<file path="src/design/sceq_pkg.sv">
`timescale 1ns / 1ps
// package for the status change event queue: widths, event codes, commands,
// register indexes, shared structs and ring pointer helpers
// no dependencies
package sceq_pkg;

    localparam int RING_SLOTS = 16;
    localparam int PTR_W      = (RING_SLOTS > 2) ? $clog2(RING_SLOTS) : 1;

    localparam int CODE_W     = 4;
    localparam int NUM_CODES  = 8;
    localparam int CMD_W      = 2;
    localparam int LOCK_W     = 8;
    localparam int REF_W      = 8;
    localparam int ALARM_W    = 64;
    localparam int FILL_W     = 4;
    localparam int CFG_IDX_W  = 8;
    localparam int CFG_DATA_W = 64;
    localparam int S_TDATA_W  = 88;
    localparam int M_TDATA_W  = 16;

    // commands
    localparam logic [CMD_W-1:0] CMD_SAMPLE  = 2'd0;
    localparam logic [CMD_W-1:0] CMD_ENQUEUE = 2'd1;
    localparam logic [CMD_W-1:0] CMD_DEQUEUE = 2'd2;

    // event codes, also bit positions in the pending vector
    localparam int CODE_LOCK_ACQUIRED = 0;
    localparam int CODE_LOCK_LOST     = 1;
    localparam int CODE_HOLD_ENTER    = 2;
    localparam int CODE_HOLD_EXIT     = 3;
    localparam int CODE_REF_SWITCH    = 4;
    localparam int CODE_THERMAL       = 5;
    localparam int CODE_ANTENNA       = 6;
    localparam int CODE_RAIL          = 7;

    // configuration register indexes
    localparam logic [CFG_IDX_W-1:0] REG_LOCKED_STATE = 8'd0;
    localparam logic [CFG_IDX_W-1:0] REG_THERMAL_MASK = 8'd1;
    localparam logic [CFG_IDX_W-1:0] REG_ANTENNA_MASK = 8'd2;
    localparam logic [CFG_IDX_W-1:0] REG_RAIL_MASK    = 8'd3;

    localparam logic [LOCK_W-1:0] LOCKED_STATE_RESET = 8'd2;

    typedef struct packed {
        logic [LOCK_W-1:0]  lock_status;
        logic [REF_W-1:0]   active_reference;
        logic               in_holdover;
        logic [ALARM_W-1:0] alarm_word;
    } t_sample;

    typedef struct packed {
        logic [LOCK_W-1:0]  locked_state_value;
        logic [ALARM_W-1:0] thermal_alarm_mask;
        logic [ALARM_W-1:0] antenna_alarm_mask;
        logic [ALARM_W-1:0] rail_alarm_mask;
    } t_cfg;

    function automatic logic [PTR_W-1:0] ptr_inc(input logic [PTR_W-1:0] ptr);
        logic [PTR_W-1:0] res;
        if (ptr == PTR_W'(RING_SLOTS - 1)) begin
            res = '0;
        end else begin
            res = ptr + PTR_W'(1);
        end
        return res;
    endfunction

    // lowest set bit of the pending vector, which is also the code to push
    function automatic logic [CODE_W-1:0] first_code(input logic [NUM_CODES-1:0] pend);
        logic [CODE_W-1:0] res;
        res = '0;
        for (int i = NUM_CODES - 1; i >= 0; i--) begin
            if (pend[i]) begin
                res = CODE_W'(i);
            end
        end
        return res;
    endfunction

endpackage

</file>
<file path="src/design/status_change_event_queue.sv">
`timescale 1ns / 1ps
// status change event queue top: config registers, push/pop sequencer, ring
// pointers and output register; depends on sceq_pkg, sceq_detect, sceq_ring_ram
//
// channel   direction  fields (lowest bit first)
// s_axis    in         tuser: command; tdata: lock_status, active_reference,
//                      in_holdover, alarm_word, event_code
// m_axis    out        tuser: event_valid; tdata: event_out, fill_level, overflow
// cfg       in         i_cfg_index: register index; i_cfg_data: value
//
// one request at a time: a sample pushes each raised code in turn, an enqueue
// pushes its one code, and a dequeue waits for the registered ring read.
// the ring write port moves one code per cycle and bounds the sample time.
// reset is synchronous, active low; the ring contents need no clearing.
// a waiting result blocks only the finish of the next request, not its accept.
module status_change_event_queue (
    input  logic                              i_clk,
    input  logic                              i_rst_n,
    input  logic                              s_axis_tvalid,
    output logic                              s_axis_tready,
    // lock_status[7:0], active_reference[15:8], in_holdover[16],
    // alarm_word[80:17], event_code[84:81], zero pad[87:85]
    input  logic [sceq_pkg::S_TDATA_W-1:0]    s_axis_tdata,
    // command[1:0]
    input  logic [sceq_pkg::CMD_W-1:0]        s_axis_tuser,
    output logic                              m_axis_tvalid,
    input  logic                              m_axis_tready,
    // event_out[3:0], fill_level[7:4], overflow[8], zero pad[15:9]
    output logic [sceq_pkg::M_TDATA_W-1:0]    m_axis_tdata,
    // event_valid[0]
    output logic                              m_axis_tuser,
    input  logic                              i_cfg_valid,
    output logic                              o_cfg_ready,
    input  logic [sceq_pkg::CFG_IDX_W-1:0]    i_cfg_index,
    input  logic [sceq_pkg::CFG_DATA_W-1:0]   i_cfg_data
);

    localparam logic [1:0] ST_IDLE = 2'd0;
    localparam logic [1:0] ST_PUSH = 2'd1;
    localparam logic [1:0] ST_READ = 2'd2;
    localparam logic [1:0] ST_DONE = 2'd3;

    logic [1:0]                       r_state;
    sceq_pkg::t_cfg                   r_cfg;
    logic [sceq_pkg::PTR_W-1:0]       r_wp;
    logic [sceq_pkg::PTR_W-1:0]       r_rp;
    logic [sceq_pkg::NUM_CODES-1:0]   r_pend;
    logic                             r_ext;
    logic [sceq_pkg::CODE_W-1:0]      r_ext_code;
    logic                             r_drop;
    logic                             r_evalid;
    logic [sceq_pkg::CODE_W-1:0]      r_code;
    logic                             r_m_valid;
    logic                             r_m_evalid;
    logic [sceq_pkg::CODE_W-1:0]      r_m_code;
    logic [sceq_pkg::FILL_W-1:0]      r_m_fill;
    logic                             r_m_ovf;

    logic                             in_acc;
    logic [sceq_pkg::CMD_W-1:0]       cmd;
    sceq_pkg::t_sample                sample;
    logic [sceq_pkg::CODE_W-1:0]      in_code;
    logic [sceq_pkg::NUM_CODES-1:0]   det_pend;
    logic [sceq_pkg::NUM_CODES-1:0]   n_pend;
    logic [sceq_pkg::CODE_W-1:0]      push_code;
    logic [sceq_pkg::PTR_W-1:0]       n_wp;
    logic                             full;
    logic                             push_we;
    logic                             push_last;
    logic                             rd_en;
    logic [sceq_pkg::CODE_W-1:0]      rd_data;
    logic [sceq_pkg::PTR_W:0]         fill_w;
    logic                             out_free;

    assign s_axis_tready = (r_state == ST_IDLE);
    assign o_cfg_ready   = 1'b1;
    assign in_acc        = s_axis_tvalid && s_axis_tready;
    assign cmd           = s_axis_tuser;

    assign sample.lock_status      = s_axis_tdata[7:0];
    assign sample.active_reference = s_axis_tdata[15:8];
    assign sample.in_holdover      = s_axis_tdata[16];
    assign sample.alarm_word       = s_axis_tdata[80:17];
    assign in_code                 = s_axis_tdata[84:81];

    sceq_detect u_detect (
        .i_clk       (i_clk),
        .i_rst_n     (i_rst_n),
        .i_sample_we (in_acc && (cmd == sceq_pkg::CMD_SAMPLE)),
        .i_sample    (sample),
        .i_cfg       (r_cfg),
        .o_pend      (det_pend)
    );

    // push sequencer: detected codes first in code order, else the enqueued one
    always_comb begin
        n_pend    = r_pend & (r_pend - sceq_pkg::NUM_CODES'(1));
        push_code = (r_pend != '0) ? sceq_pkg::first_code(r_pend) : r_ext_code;
        n_wp      = sceq_pkg::ptr_inc(r_wp);
        full      = (n_wp == r_rp);
        push_we   = (r_state == ST_PUSH) && !full;
        push_last = (r_pend != '0) ? ((n_pend == '0) && !r_ext) : 1'b1;
        rd_en     = in_acc && (cmd == sceq_pkg::CMD_DEQUEUE) && (r_rp != r_wp);
    end

    sceq_ring_ram u_ring (
        .i_clk   (i_clk),
        .i_we    (push_we),
        .i_waddr (r_wp),
        .i_wdata (push_code),
        .i_re    (rd_en),
        .i_raddr (r_rp),
        .o_rdata (rd_data)
    );

    always_comb begin
        if (r_wp >= r_rp) begin
            fill_w = {1'b0, r_wp} - {1'b0, r_rp};
        end else begin
            fill_w = {1'b0, r_wp} + (sceq_pkg::PTR_W + 1)'(sceq_pkg::RING_SLOTS)
                     - {1'b0, r_rp};
        end
    end

    assign out_free = !r_m_valid || m_axis_tready;

    // config registers
    always_ff @(posedge i_clk) begin
        if (!i_rst_n) begin
            r_cfg.locked_state_value <= sceq_pkg::LOCKED_STATE_RESET;
            r_cfg.thermal_alarm_mask <= '0;
            r_cfg.antenna_alarm_mask <= '0;
            r_cfg.rail_alarm_mask    <= '0;
        end else if (i_cfg_valid && o_cfg_ready) begin
            case (i_cfg_index)
                sceq_pkg::REG_LOCKED_STATE: begin
                    r_cfg.locked_state_value <= i_cfg_data[sceq_pkg::LOCK_W-1:0];
                end
                sceq_pkg::REG_THERMAL_MASK: r_cfg.thermal_alarm_mask <= i_cfg_data;
                sceq_pkg::REG_ANTENNA_MASK: r_cfg.antenna_alarm_mask <= i_cfg_data;
                sceq_pkg::REG_RAIL_MASK:    r_cfg.rail_alarm_mask    <= i_cfg_data;
                default: ;
            endcase
        end
    end

    // request sequencer and ring pointers
    always_ff @(posedge i_clk) begin
        if (!i_rst_n) begin
            r_state  <= ST_IDLE;
            r_wp     <= '0;
            r_rp     <= '0;
            r_pend   <= '0;
            r_ext    <= 1'b0;
            r_drop   <= 1'b0;
            r_evalid <= 1'b0;
        end else begin
            case (r_state)
                ST_IDLE: begin
                    if (in_acc) begin
                        r_drop     <= 1'b0;
                        r_evalid   <= 1'b0;
                        r_code     <= '0;
                        r_ext_code <= in_code;
                        r_pend     <= '0;
                        r_ext      <= 1'b0;
                        case (cmd)
                            sceq_pkg::CMD_SAMPLE: begin
                                r_pend  <= det_pend;
                                r_state <= (det_pend != '0) ? ST_PUSH : ST_DONE;
                            end
                            sceq_pkg::CMD_ENQUEUE: begin
                                r_ext   <= 1'b1;
                                r_state <= ST_PUSH;
                            end
                            sceq_pkg::CMD_DEQUEUE: begin
                                r_state <= (r_rp != r_wp) ? ST_READ : ST_DONE;
                            end
                            default: r_state <= ST_DONE;
                        endcase
                    end
                end
                ST_PUSH: begin
                    if (full) begin
                        r_drop <= 1'b1;
                    end else begin
                        r_wp <= n_wp;
                    end
                    if (r_pend != '0) begin
                        r_pend <= n_pend;
                    end else begin
                        r_ext <= 1'b0;
                    end
                    if (push_last) begin
                        r_state <= ST_DONE;
                    end
                end
                ST_READ: begin
                    r_code   <= rd_data;
                    r_evalid <= 1'b1;
                    r_rp     <= sceq_pkg::ptr_inc(r_rp);
                    r_state  <= ST_DONE;
                end
                ST_DONE: begin
                    if (out_free) begin
                        r_state <= ST_IDLE;
                    end
                end
                default: r_state <= ST_IDLE;
            endcase
        end
    end

    // output register
    always_ff @(posedge i_clk) begin
        if (!i_rst_n) begin
            r_m_valid <= 1'b0;
        end else if (r_state == ST_DONE && out_free) begin
            r_m_valid <= 1'b1;
        end else if (m_axis_tready) begin
            r_m_valid <= 1'b0;
        end
    end

    always_ff @(posedge i_clk) begin
        if (r_state == ST_DONE && out_free) begin
            r_m_evalid <= r_evalid;
            r_m_code   <= r_code;
            r_m_fill   <= sceq_pkg::FILL_W'(fill_w);
            r_m_ovf    <= r_drop;
        end
    end

    assign m_axis_tvalid = r_m_valid;
    assign m_axis_tuser  = r_m_evalid;
    assign m_axis_tdata  = {7'd0, r_m_ovf, r_m_fill, r_m_code};

endmodule

</file>
<file path="src/design/sceq_ring_ram.sv">
`timescale 1ns / 1ps
// event ring storage: one write port, one read port, registered read data
// depends on sceq_pkg for depth and code width
module sceq_ring_ram (
    input  logic                         i_clk,
    input  logic                         i_we,
    input  logic [sceq_pkg::PTR_W-1:0]   i_waddr,
    input  logic [sceq_pkg::CODE_W-1:0]  i_wdata,
    input  logic                         i_re,
    input  logic [sceq_pkg::PTR_W-1:0]   i_raddr,
    output logic [sceq_pkg::CODE_W-1:0]  o_rdata
);

    logic [sceq_pkg::CODE_W-1:0] r_mem [sceq_pkg::RING_SLOTS];

    always_ff @(posedge i_clk) begin
        if (i_we) begin
            r_mem[i_waddr] <= i_wdata;
        end
    end

    always_ff @(posedge i_clk) begin
        if (i_re) begin
            o_rdata <= r_mem[i_raddr];
        end
    end

endmodule

</file>
<file path="src/design/sceq_detect.sv">
`timescale 1ns / 1ps
// change detector: keeps the previous sample and flags the event codes a new
// sample raises; depends on sceq_pkg for the sample and config structs
module sceq_detect (
    input  logic                              i_clk,
    input  logic                              i_rst_n,
    input  logic                              i_sample_we,
    input  sceq_pkg::t_sample                 i_sample,
    input  sceq_pkg::t_cfg                    i_cfg,
    output logic [sceq_pkg::NUM_CODES-1:0]    o_pend
);

    logic                        r_primed;
    sceq_pkg::t_sample           r_last;
    logic                        now_locked;
    logic                        was_locked;
    logic [sceq_pkg::ALARM_W-1:0] rising;

    always_comb begin
        now_locked = (i_sample.lock_status == i_cfg.locked_state_value);
        was_locked = (r_last.lock_status == i_cfg.locked_state_value);
        rising     = i_sample.alarm_word & ~r_last.alarm_word;

        o_pend = '0;
        o_pend[sceq_pkg::CODE_LOCK_ACQUIRED] = now_locked && !was_locked;
        o_pend[sceq_pkg::CODE_LOCK_LOST]     = was_locked && !now_locked;
        o_pend[sceq_pkg::CODE_HOLD_ENTER]    = i_sample.in_holdover && !r_last.in_holdover;
        o_pend[sceq_pkg::CODE_HOLD_EXIT]     = !i_sample.in_holdover && r_last.in_holdover;
        o_pend[sceq_pkg::CODE_REF_SWITCH]    =
            (i_sample.active_reference != r_last.active_reference);
        o_pend[sceq_pkg::CODE_THERMAL]       = |(rising & i_cfg.thermal_alarm_mask);
        o_pend[sceq_pkg::CODE_ANTENNA]       = |(rising & i_cfg.antenna_alarm_mask);
        o_pend[sceq_pkg::CODE_RAIL]          = |(rising & i_cfg.rail_alarm_mask);
        // first sample only primes
        if (!r_primed) begin
            o_pend = '0;
        end
    end

    always_ff @(posedge i_clk) begin
        if (!i_rst_n) begin
            r_primed <= 1'b0;
            r_last   <= '0;
        end else if (i_sample_we) begin
            r_primed <= 1'b1;
            r_last   <= i_sample;
        end
    end

endmodule
</file>
<file path="config.mk">
export PLATFORM = sky130hd
export DESIGN_NAME = status_change_event_queue
export DESIGN_NICKNAME = d
export VERILOG_FILES = /design/src/design/sceq_pkg.sv /design/src/design/status_change_event_queue.sv /design/src/design/sceq_ring_ram.sv /design/src/design/sceq_detect.sv
export SDC_FILE = /design/constraint.sdc
export NUM_CORES = 1
export LEC_CHECK = 0
export ABC_AREA = 1
export BUFFER_PORTS_ARGS = -buffer_cell sky130_fd_sc_hd__buf_2
export CORE_ASPECT_RATIO = 1.2
export CORE_MARGIN = 1
export CORE_UTILIZATION = 58
export CTS_CLUSTER_DIAMETER = 50
export CTS_CLUSTER_SIZE = 10
export DETAILED_ROUTE_END_ITERATION = 7
export GPL_ROUTABILITY_DRIVEN = 0
export PLACE_DENSITY = 0.79
export SLEW_MARGIN = 20
export SYNTH_ARGS = -nofsm -noshare
export SYNTH_HDL_FRONTEND = slang
export SYNTH_SLANG_ARGS = --single-unit
</file>
<file path="constraint.sdc">
create_clock -name i_clk -period 2.9 [get_ports i_clk]
set_input_delay 0.29 -clock i_clk [delete_from_list [all_inputs] [get_ports i_clk]]
set_output_delay 0.29 -clock i_clk [all_outputs]
set_load 0.02 [all_outputs]
</file>
Yosys cells after proc, flatten, opt, wreduce, memory -nomap -nowiden --
Memories as Yosys holds them, arrays and structs flattened. A register that Yosys moved wholly into a read port is not among the register bits. Cells that the tools add are included.
Storage, ports and cells: bits in registers 322, bits in writable memories 64, output and inout port bits 20, word-level logic and storage cells 141, memories kept 1
Memories:
- u_ring.r_mem | depth 16, bits a word 4, rd ports 1, clocked after Yosys merged registers in 1, wr ports 1, RTL line sceq_ring_ram.sv:14 | logic [sceq_pkg::CODE_W-1:0] r_mem [sceq_pkg::RING_SLOTS];
Cells by class: $add $sub $neg 6, $lt $le $gt $ge 1, eq/ne operators 21, muxes and demuxes 39, bitwise operators 7, reductions and logical operators 43
Operators by type and width (count):
- $and A64 B64 Y64 | 4
- $reduce_or A64 Y1 | 3
- $not A64 Y64 | 1
- $mux W4 | 11
- $mux W8 | 4
- $reduce_and A3 Y1 | 6
- $eq A8 B2 Y1 const B | 2
- $eq A8 B8 Y1 | 2
- $logic_not A8 Y1 | 2
- $pmux W8 S2 | 1
- $reduce_bool A8 Y1 | 2
- $add A4 B1 Y4 const B | 3
- $reduce_and A2 Y1 | 6
- $logic_and A1 B1 Y1 | 11
- $mux W1 | 11
- $and A8 B8 Y8 | 1
- $eq A4 B4 Y1 const B | 2
- $eq A8 B1 Y1 const B | 1
- $mux W2 | 4
- $ne A2 B2 Y1 const B | 4
- $ne A8 B8 Y1 | 1
- $pmux W2 S4 | 1
- $pmux W4 S2 | 1
- $sub A4 B4 Y4 | 2
- 15 further kinds | 31

Longest topological paths before layout --
depth in word-level cells 10, mapped depth 14, mapped depth without buffers 14

By module --
Synthesis repeated with hierarchy kept, for this count alone.
Unflattened totals: cell total of the unflattened synthesis 2252, area, all modules 17244.0 sq um
By module, submodules not included:
- status_change_event_queue | instances 1, cells each 1175, area each 9346.5 sq um, sequential area each 4984.8 sq um
- sceq_detect | instances 1, cells each 787, area each 4890.9 sq um, sequential area each 1641.6 sq um
- sceq_ring_ram | instances 1, cells each 290, area each 3006.6 sq um, sequential area each 2042.0 sq um

Worst setup path after synthesis --
Ideal clock, no wire load.
path type register to register, start reg r_wp[0] (netlist name), end mem u_ring.r_mem[0][0] (netlist name), enable pin, library setup time 329 ps, data arrival time 1718 ps, setup slack 852 ps, stages on the path, launching flop included 13, path buffers 0, clock period less this slack 2048 ps, cell sequence dfxtp_1 > ha_1 > inv_1 > nand2_1 > nand2_1 > o21ai_0 > inv_1 > nor2_1 > o21ai_0 > nand2_2 > inv_1 > nand2_1 > nor2_1
On the way: cells in the longest elaborated chain, start to end 7
Ends and longest elaborated chain:
- start, declared | RTL line status_change_event_queue.sv:45 | logic [sceq_pkg::PTR_W-1:0] r_wp;
- start signal, assigned | RTL line status_change_event_queue.sv:187 | r_wp <= n_wp;
- $add A4 B1 Y4 / $eq A4 B4 Y1 (equally long branches) | RTL line sceq_pkg.sv:64, sceq_pkg.sv:61
- $mux W4 | RTL line sceq_pkg.sv:61 | if (ptr == PTR_W'(RING_SLOTS - 1)) begin
- $eq A4 B4 Y1 | RTL line status_change_event_queue.sv:100 | full = (n_wp == r_rp);
- $logic_not A1 Y1 | RTL line status_change_event_queue.sv:101 | push_we = (r_state == ST_PUSH) && !full;
- $logic_and A1 B1 Y1 | RTL line status_change_event_queue.sv:101
- $mux W1 | RTL line sceq_ring_ram.sv:17 | if (i_we) begin
- $mux W1 (implied by the code) | RTL line sceq_ring_ram.sv:18 | r_mem[i_waddr] <= i_wdata;
- end, declared | RTL line sceq_ring_ram.sv:14
Several ways; a longest one is shown, not always the timed one.

Worst setup path after layout --
start reg r_wp[1] (netlist name), end mem u_ring.r_mem[10][1] (netlist name), enable pin
On the way: cells in the longest elaborated chain, start to end 7
Ends and longest elaborated chain:
- $add A4 B1 Y4 / $eq A4 B4 Y1 (equally long branches) | RTL line sceq_pkg.sv:64, sceq_pkg.sv:61
- $mux W4 (*) | RTL line sceq_pkg.sv:61
- named net n_wp, one bit | RTL line status_change_event_queue.sv:66 | logic [sceq_pkg::PTR_W-1:0] n_wp;
- $eq A4 B4 Y1 (*) | RTL line status_change_event_queue.sv:100
- $logic_not A1 Y1 (*) | RTL line status_change_event_queue.sv:101
- $logic_and A1 B1 Y1 (*) | RTL line status_change_event_queue.sv:101
- $mux W1 (*) | RTL line sceq_ring_ram.sv:17
- $mux W1 (implied by the code) (*) | RTL line sceq_ring_ram.sv:18
The timed path passes the listed nets; every way through them passes the cells marked *.

==> impl_metrics.sql <==
INSERT INTO impl_metrics (metric_group, metric, value, unit) VALUES
('logic_synthesis', 'synthCells', '2130', ''),
('worst_setup_path', 'worst_ep_required_time', '3.10', 'ns'),
('floorplan', 'coreArea', '28000', 'sq um'),
('power', 'switching_power', '0.00396', 'W'),
('floorplan', 'fp.dieW', '156', 'um'),
('layout', 'num-nets-final', '2461', ''),
('global_routing', 'antenna_found_initial', '18', ''),
('logic_synthesis', 'synthFlopType', 'sky130_fd_sc_hd__dfxtp_1', ''),
('global_routing', 'grt_use_total', '30.3', '%'),
('worst_setup_path', 'startpoint_type', 'flip-flop', ''),
('cts', 'clk_root_buffer_cell', 'sky130_fd_sc_hd__clkbuf_16', ''),
('detailed_routing', 'drt-total-wl', '44.3', 'mm'),
('layout', 'finalNonFillerCells', '2693', ''),
('sta', 'grt_setup_unrepaired', 'no', ''),
('power', 'powerDensity', '728', 'nW/um^2'),
('logic_synthesis', 'synth-seq-area-share', '52.3', '%'),
('detailed_routing', 'drcViolationCount', '0', ''),
('worst_hold_path', 'min-delay-path-class', 'input port to flip-flop', ''),
('sta', 'timing.final.crit_share', '83.1', '%'),
('worst_setup_path', 'setup.worst_path.end_class', 'flip-flop', ''),
('sta', 'post-route-min-period', '2.41', 'ns'),
('logic_synthesis', 'asyncSetResetFlopFracSynth', '0', '%'),
('placed_design', 'place_inst', '2601', ''),
('global_routing', 'grt_first_pass_wirelength', '70.1', 'mm'),
('floorplan', 'die_height', '187', 'um'),
('layout', 'post_route_cells_drive_above_1_share', '11.4', '%'),
('floorplan', 'die_area', '29300', 'sq um'),
('sta', 'report.final.setup_viol', '0', ''),
('cts', 'cts-htree-levels', '2', ''),
('sta', 'finalMaxSlewViolations', '0', ''),
('cts', 'cts-root-to-sink-buffers', '3', ''),
('cts', 'clock_sink_count', '390', ''),
('detailed_routing', 'avgRoutedWirePerCell', '16.4', 'um'),
('power', 'combPwrFrac', '18.0', '%'),
('floorplan', 'io_pins', '187', ''),
('power', 'vdd.ir_drop.worst', '0.459', 'mV'),
('placed_design', 'port_buffers', '175', ''),
('logic_synthesis', 'synth.largest_area_cell', 'sky130_fd_sc_hd__dfxtp_1', ''),
('cts', 'worst_setup_hold_path_clk_slew', '0.06', 'ns'),
('logic_synthesis', 'synth_largest_type_area_fraction', '36.7', '%'),
('logic_synthesis', 'post_synth.cell_area_avg', '7.78', 'sq um'),
('worst_setup_path', 'worstPathMaxFanout', '7', ''),
('logic_synthesis', 'ys_ff_latch', '390', ''),
('detailed_routing', 'detailedRoute.firstIterationViolations', '1182', ''),
('worst_setup_path', 'worst-endpoint-arrival', '2.61', 'ns'),
('worst_setup_path', 'critPathMaxStageDelay', '0.42', 'ns'),
('power', 'clockPowerShare', '36.4', '%'),
('sta', 'final.setup.tns', '0', 'ns'),
('worst_setup_path', 'worst-setup-path-type', 'flip-flop to flip-flop', ''),
('cts', 'cts_tree', 'yes', ''),
('logic_synthesis', 'synth-warning-count', '0', ''),
('floorplan', 'start_util', '59.2', '%'),
('layout', 'layout-area-overhead-vs-synth', '15.0', '%'),
('detailed_routing', 'route.vias.total', '14800', ''),
('cts', 'worst_skew_pair.late_latency', '0.55', 'ns'),
('logic_synthesis', 'synth.lib_cells_used.distinct', '37', ''),
('power', 'p_leak', '7.76', 'nW'),
('detailed_routing', 'ant_nets', '0', ''),
('worst_setup_path', 'worst_path_max_delay_cell', 'sky130_fd_sc_hd__dfxtp_1', ''),
('power', 'power.share.switching', '28.5', '%'),
('logic_synthesis', 'synth_area', '16600', 'sq um'),
('sta', 'clock.fmax', '415', 'MHz'),
('sta', 'max_slew.worst_pin.slew', '1.08', 'ns'),
('run_status', 'run_status', 'finished clean', ''),
('job', 'max-cap-violations', '0', ''),
('logic_synthesis', 'synth.area.top_cells', 'sky130_fd_sc_hd__dfxtp_1 37%, sky130_fd_sc_hd__edfxtp_1 16%, sky130_fd_sc_hd__nor2_1 13%', ''),
('logic_synthesis', 'synth.most_common_cell', 'sky130_fd_sc_hd__nor2_1', ''),
('global_routing', 'grt-ovfl-total', '0', ''),
('cts', 'post_cts.resized_instances', '0', ''),
('detailed_routing', 'avgViaCountPerCell', '5.49', ''),
('worst_setup_path', 'timing.critical_path.cells', 'inv_1, ha_1, xor2_1, nor3_1, o21ai_0, nand2_2, inv_1, nand2_1, nor2_1', '');
[path summary, 6_finish.rpt]
check / slack [ns] / from / cells after the start / endpoint
setup / recovery: 0.49 / r_wp[1] / 9 / u_ring.r_mem[10][1]
hold / removal: 0.003 / s_axis_tdata[1] / 3 / u_detect.r_last[74]
setup reg to reg: 0.49 / r_wp[1] / 9 / u_ring.r_mem[10][1]
hold reg to reg: 0.42 / r_code[3] / 0 / r_m_code[3]
[final cells by class]
| cell class | instances | area, sq um |
|---|---|---|
| clock inverter | 3 | 46.3 |
| tap | 379 | 474 |
| sequential | 390 | 8670 |
| antenna | 17 | 42.5 |
| clock buffer | 60 | 1220 |
| fill | 2334 | 8940 |
| multi-input combinational | 1521 | 6940 |
| timing repair buffer | 208 | 1230 |
| inverter | 115 | 434 |
[logic make-up (layout without fill, tap and decap cells)]
group | count (synthesis) | count (layout) | share of synthesized area, %
AND/OR/NAND/NOR | 1023 | 1023 | 25.1
AO/OA/AOI/OAI | 446 | 446 | 13.9
flip-flops | 390 | 390 | 52.3
buffers and inverters | 225 | 386 | 6.04
XOR/XNOR | 31 | 31 | 1.64
adder cells (fa/ha/maj) | 13 | 13 | 1.03
other | 2 | 25 | 0.0453
[placed cells by master (no fill, tap or decap), drive strengths merged, types with 3 or more instances in the layout]
master	n
a21oi	88
buf	196
clkbuf	60
conb	8
dfxtp	304
diode	17
dlygate4sd3	12
edfxtp	86
ha	12
inv	116
nand2	208
nand3	213
nor2	585
nor3	9
o21ai	332
o221ai	7
o22ai	10
or2	3
xnor2	21
xor2	10
[power groups by stage]
stage | combinational (W) | sequential, W | clock (W)
6_report | 0.00250 | 0.00633 | 0.00505
5_1_grt | 0.00277 | 0.00636 | 0.00532
4_1_cts | 0.00248 | 0.00632 | 0.00510
3_5_place_dp | 0.00244 | 0.00643 | 0
3_3_place_gp | 0.00235 | 0.00642 | 0
2_1_floorplan | 0.00157 | 0.00642 | 0
[critical path, delay by kind of cell (launching register included)]
kind	cells	cell delay, ns
xor+xnor	1	0.18
flops	1	0.42
compound gates	1	0.10
buf+inv	2	0.32
simple gates	4	0.70
fa+ha+maj	1	0.34
[what timing repair did]
item / in CTS / in global routing
hold endpoints to repair: 12 / 0
hold buffers: 12 / 0
setup buffers: 0 / 0
[sequential cells by signal, indices dropped and copies added (netlist names)]
name and cells:
r_wp 4, r_rp 4, u_detect.r_last 81, u_ring.r_mem 64, r_m_ovf 1, r_evalid 1
r_ext 1, r_cfg 200, r_m_fill 4, r_code 4, m_axis_tuser 1, u_detect.r_primed 1
m_axis_tvalid 1, u_ring.o_rdata 4, r_drop 1, r_m_code 4, r_ext_code 4, r_state 2
r_pend 8
[metal layers]
| metal | track usage, % | part of all wire, % |
|---|---|---|
| met4 | 15.9 | 4.1 |
| met5 | 0 | 0.15 |
| met1 | 35.1 | 39 |
| met2 | 53.0 | 51 |
| met3 | 5.51 | 5.9 |
[stage by stage]
| step | cell area (sq um) | power (W) | utilization [%] | setup slack [ns] | hold slack, ns |
|---|---|---|---|---|---|
| after detailed placement | 17600 | 0.00888 | 63.0 | 0.532 | 0.409 |
| after global placement | 17600 | 0.00877 | 63.0 | 0.586 | 0.403 |
| after CTS | 19000 | 0.0139 | 67.9 | 0.477 | 0.000611 |
| final | 19100 | 0.0139 | 68.1 | 0.489 | 0.00320 |
| after global routing | 19000 | 0.0144 | 68.0 | 0.299 | 0.00616 |
| after floorplan | 16600 | 0.00799 | - | 0.852 | 0.389 |
(Power assumes the default switching activity.)
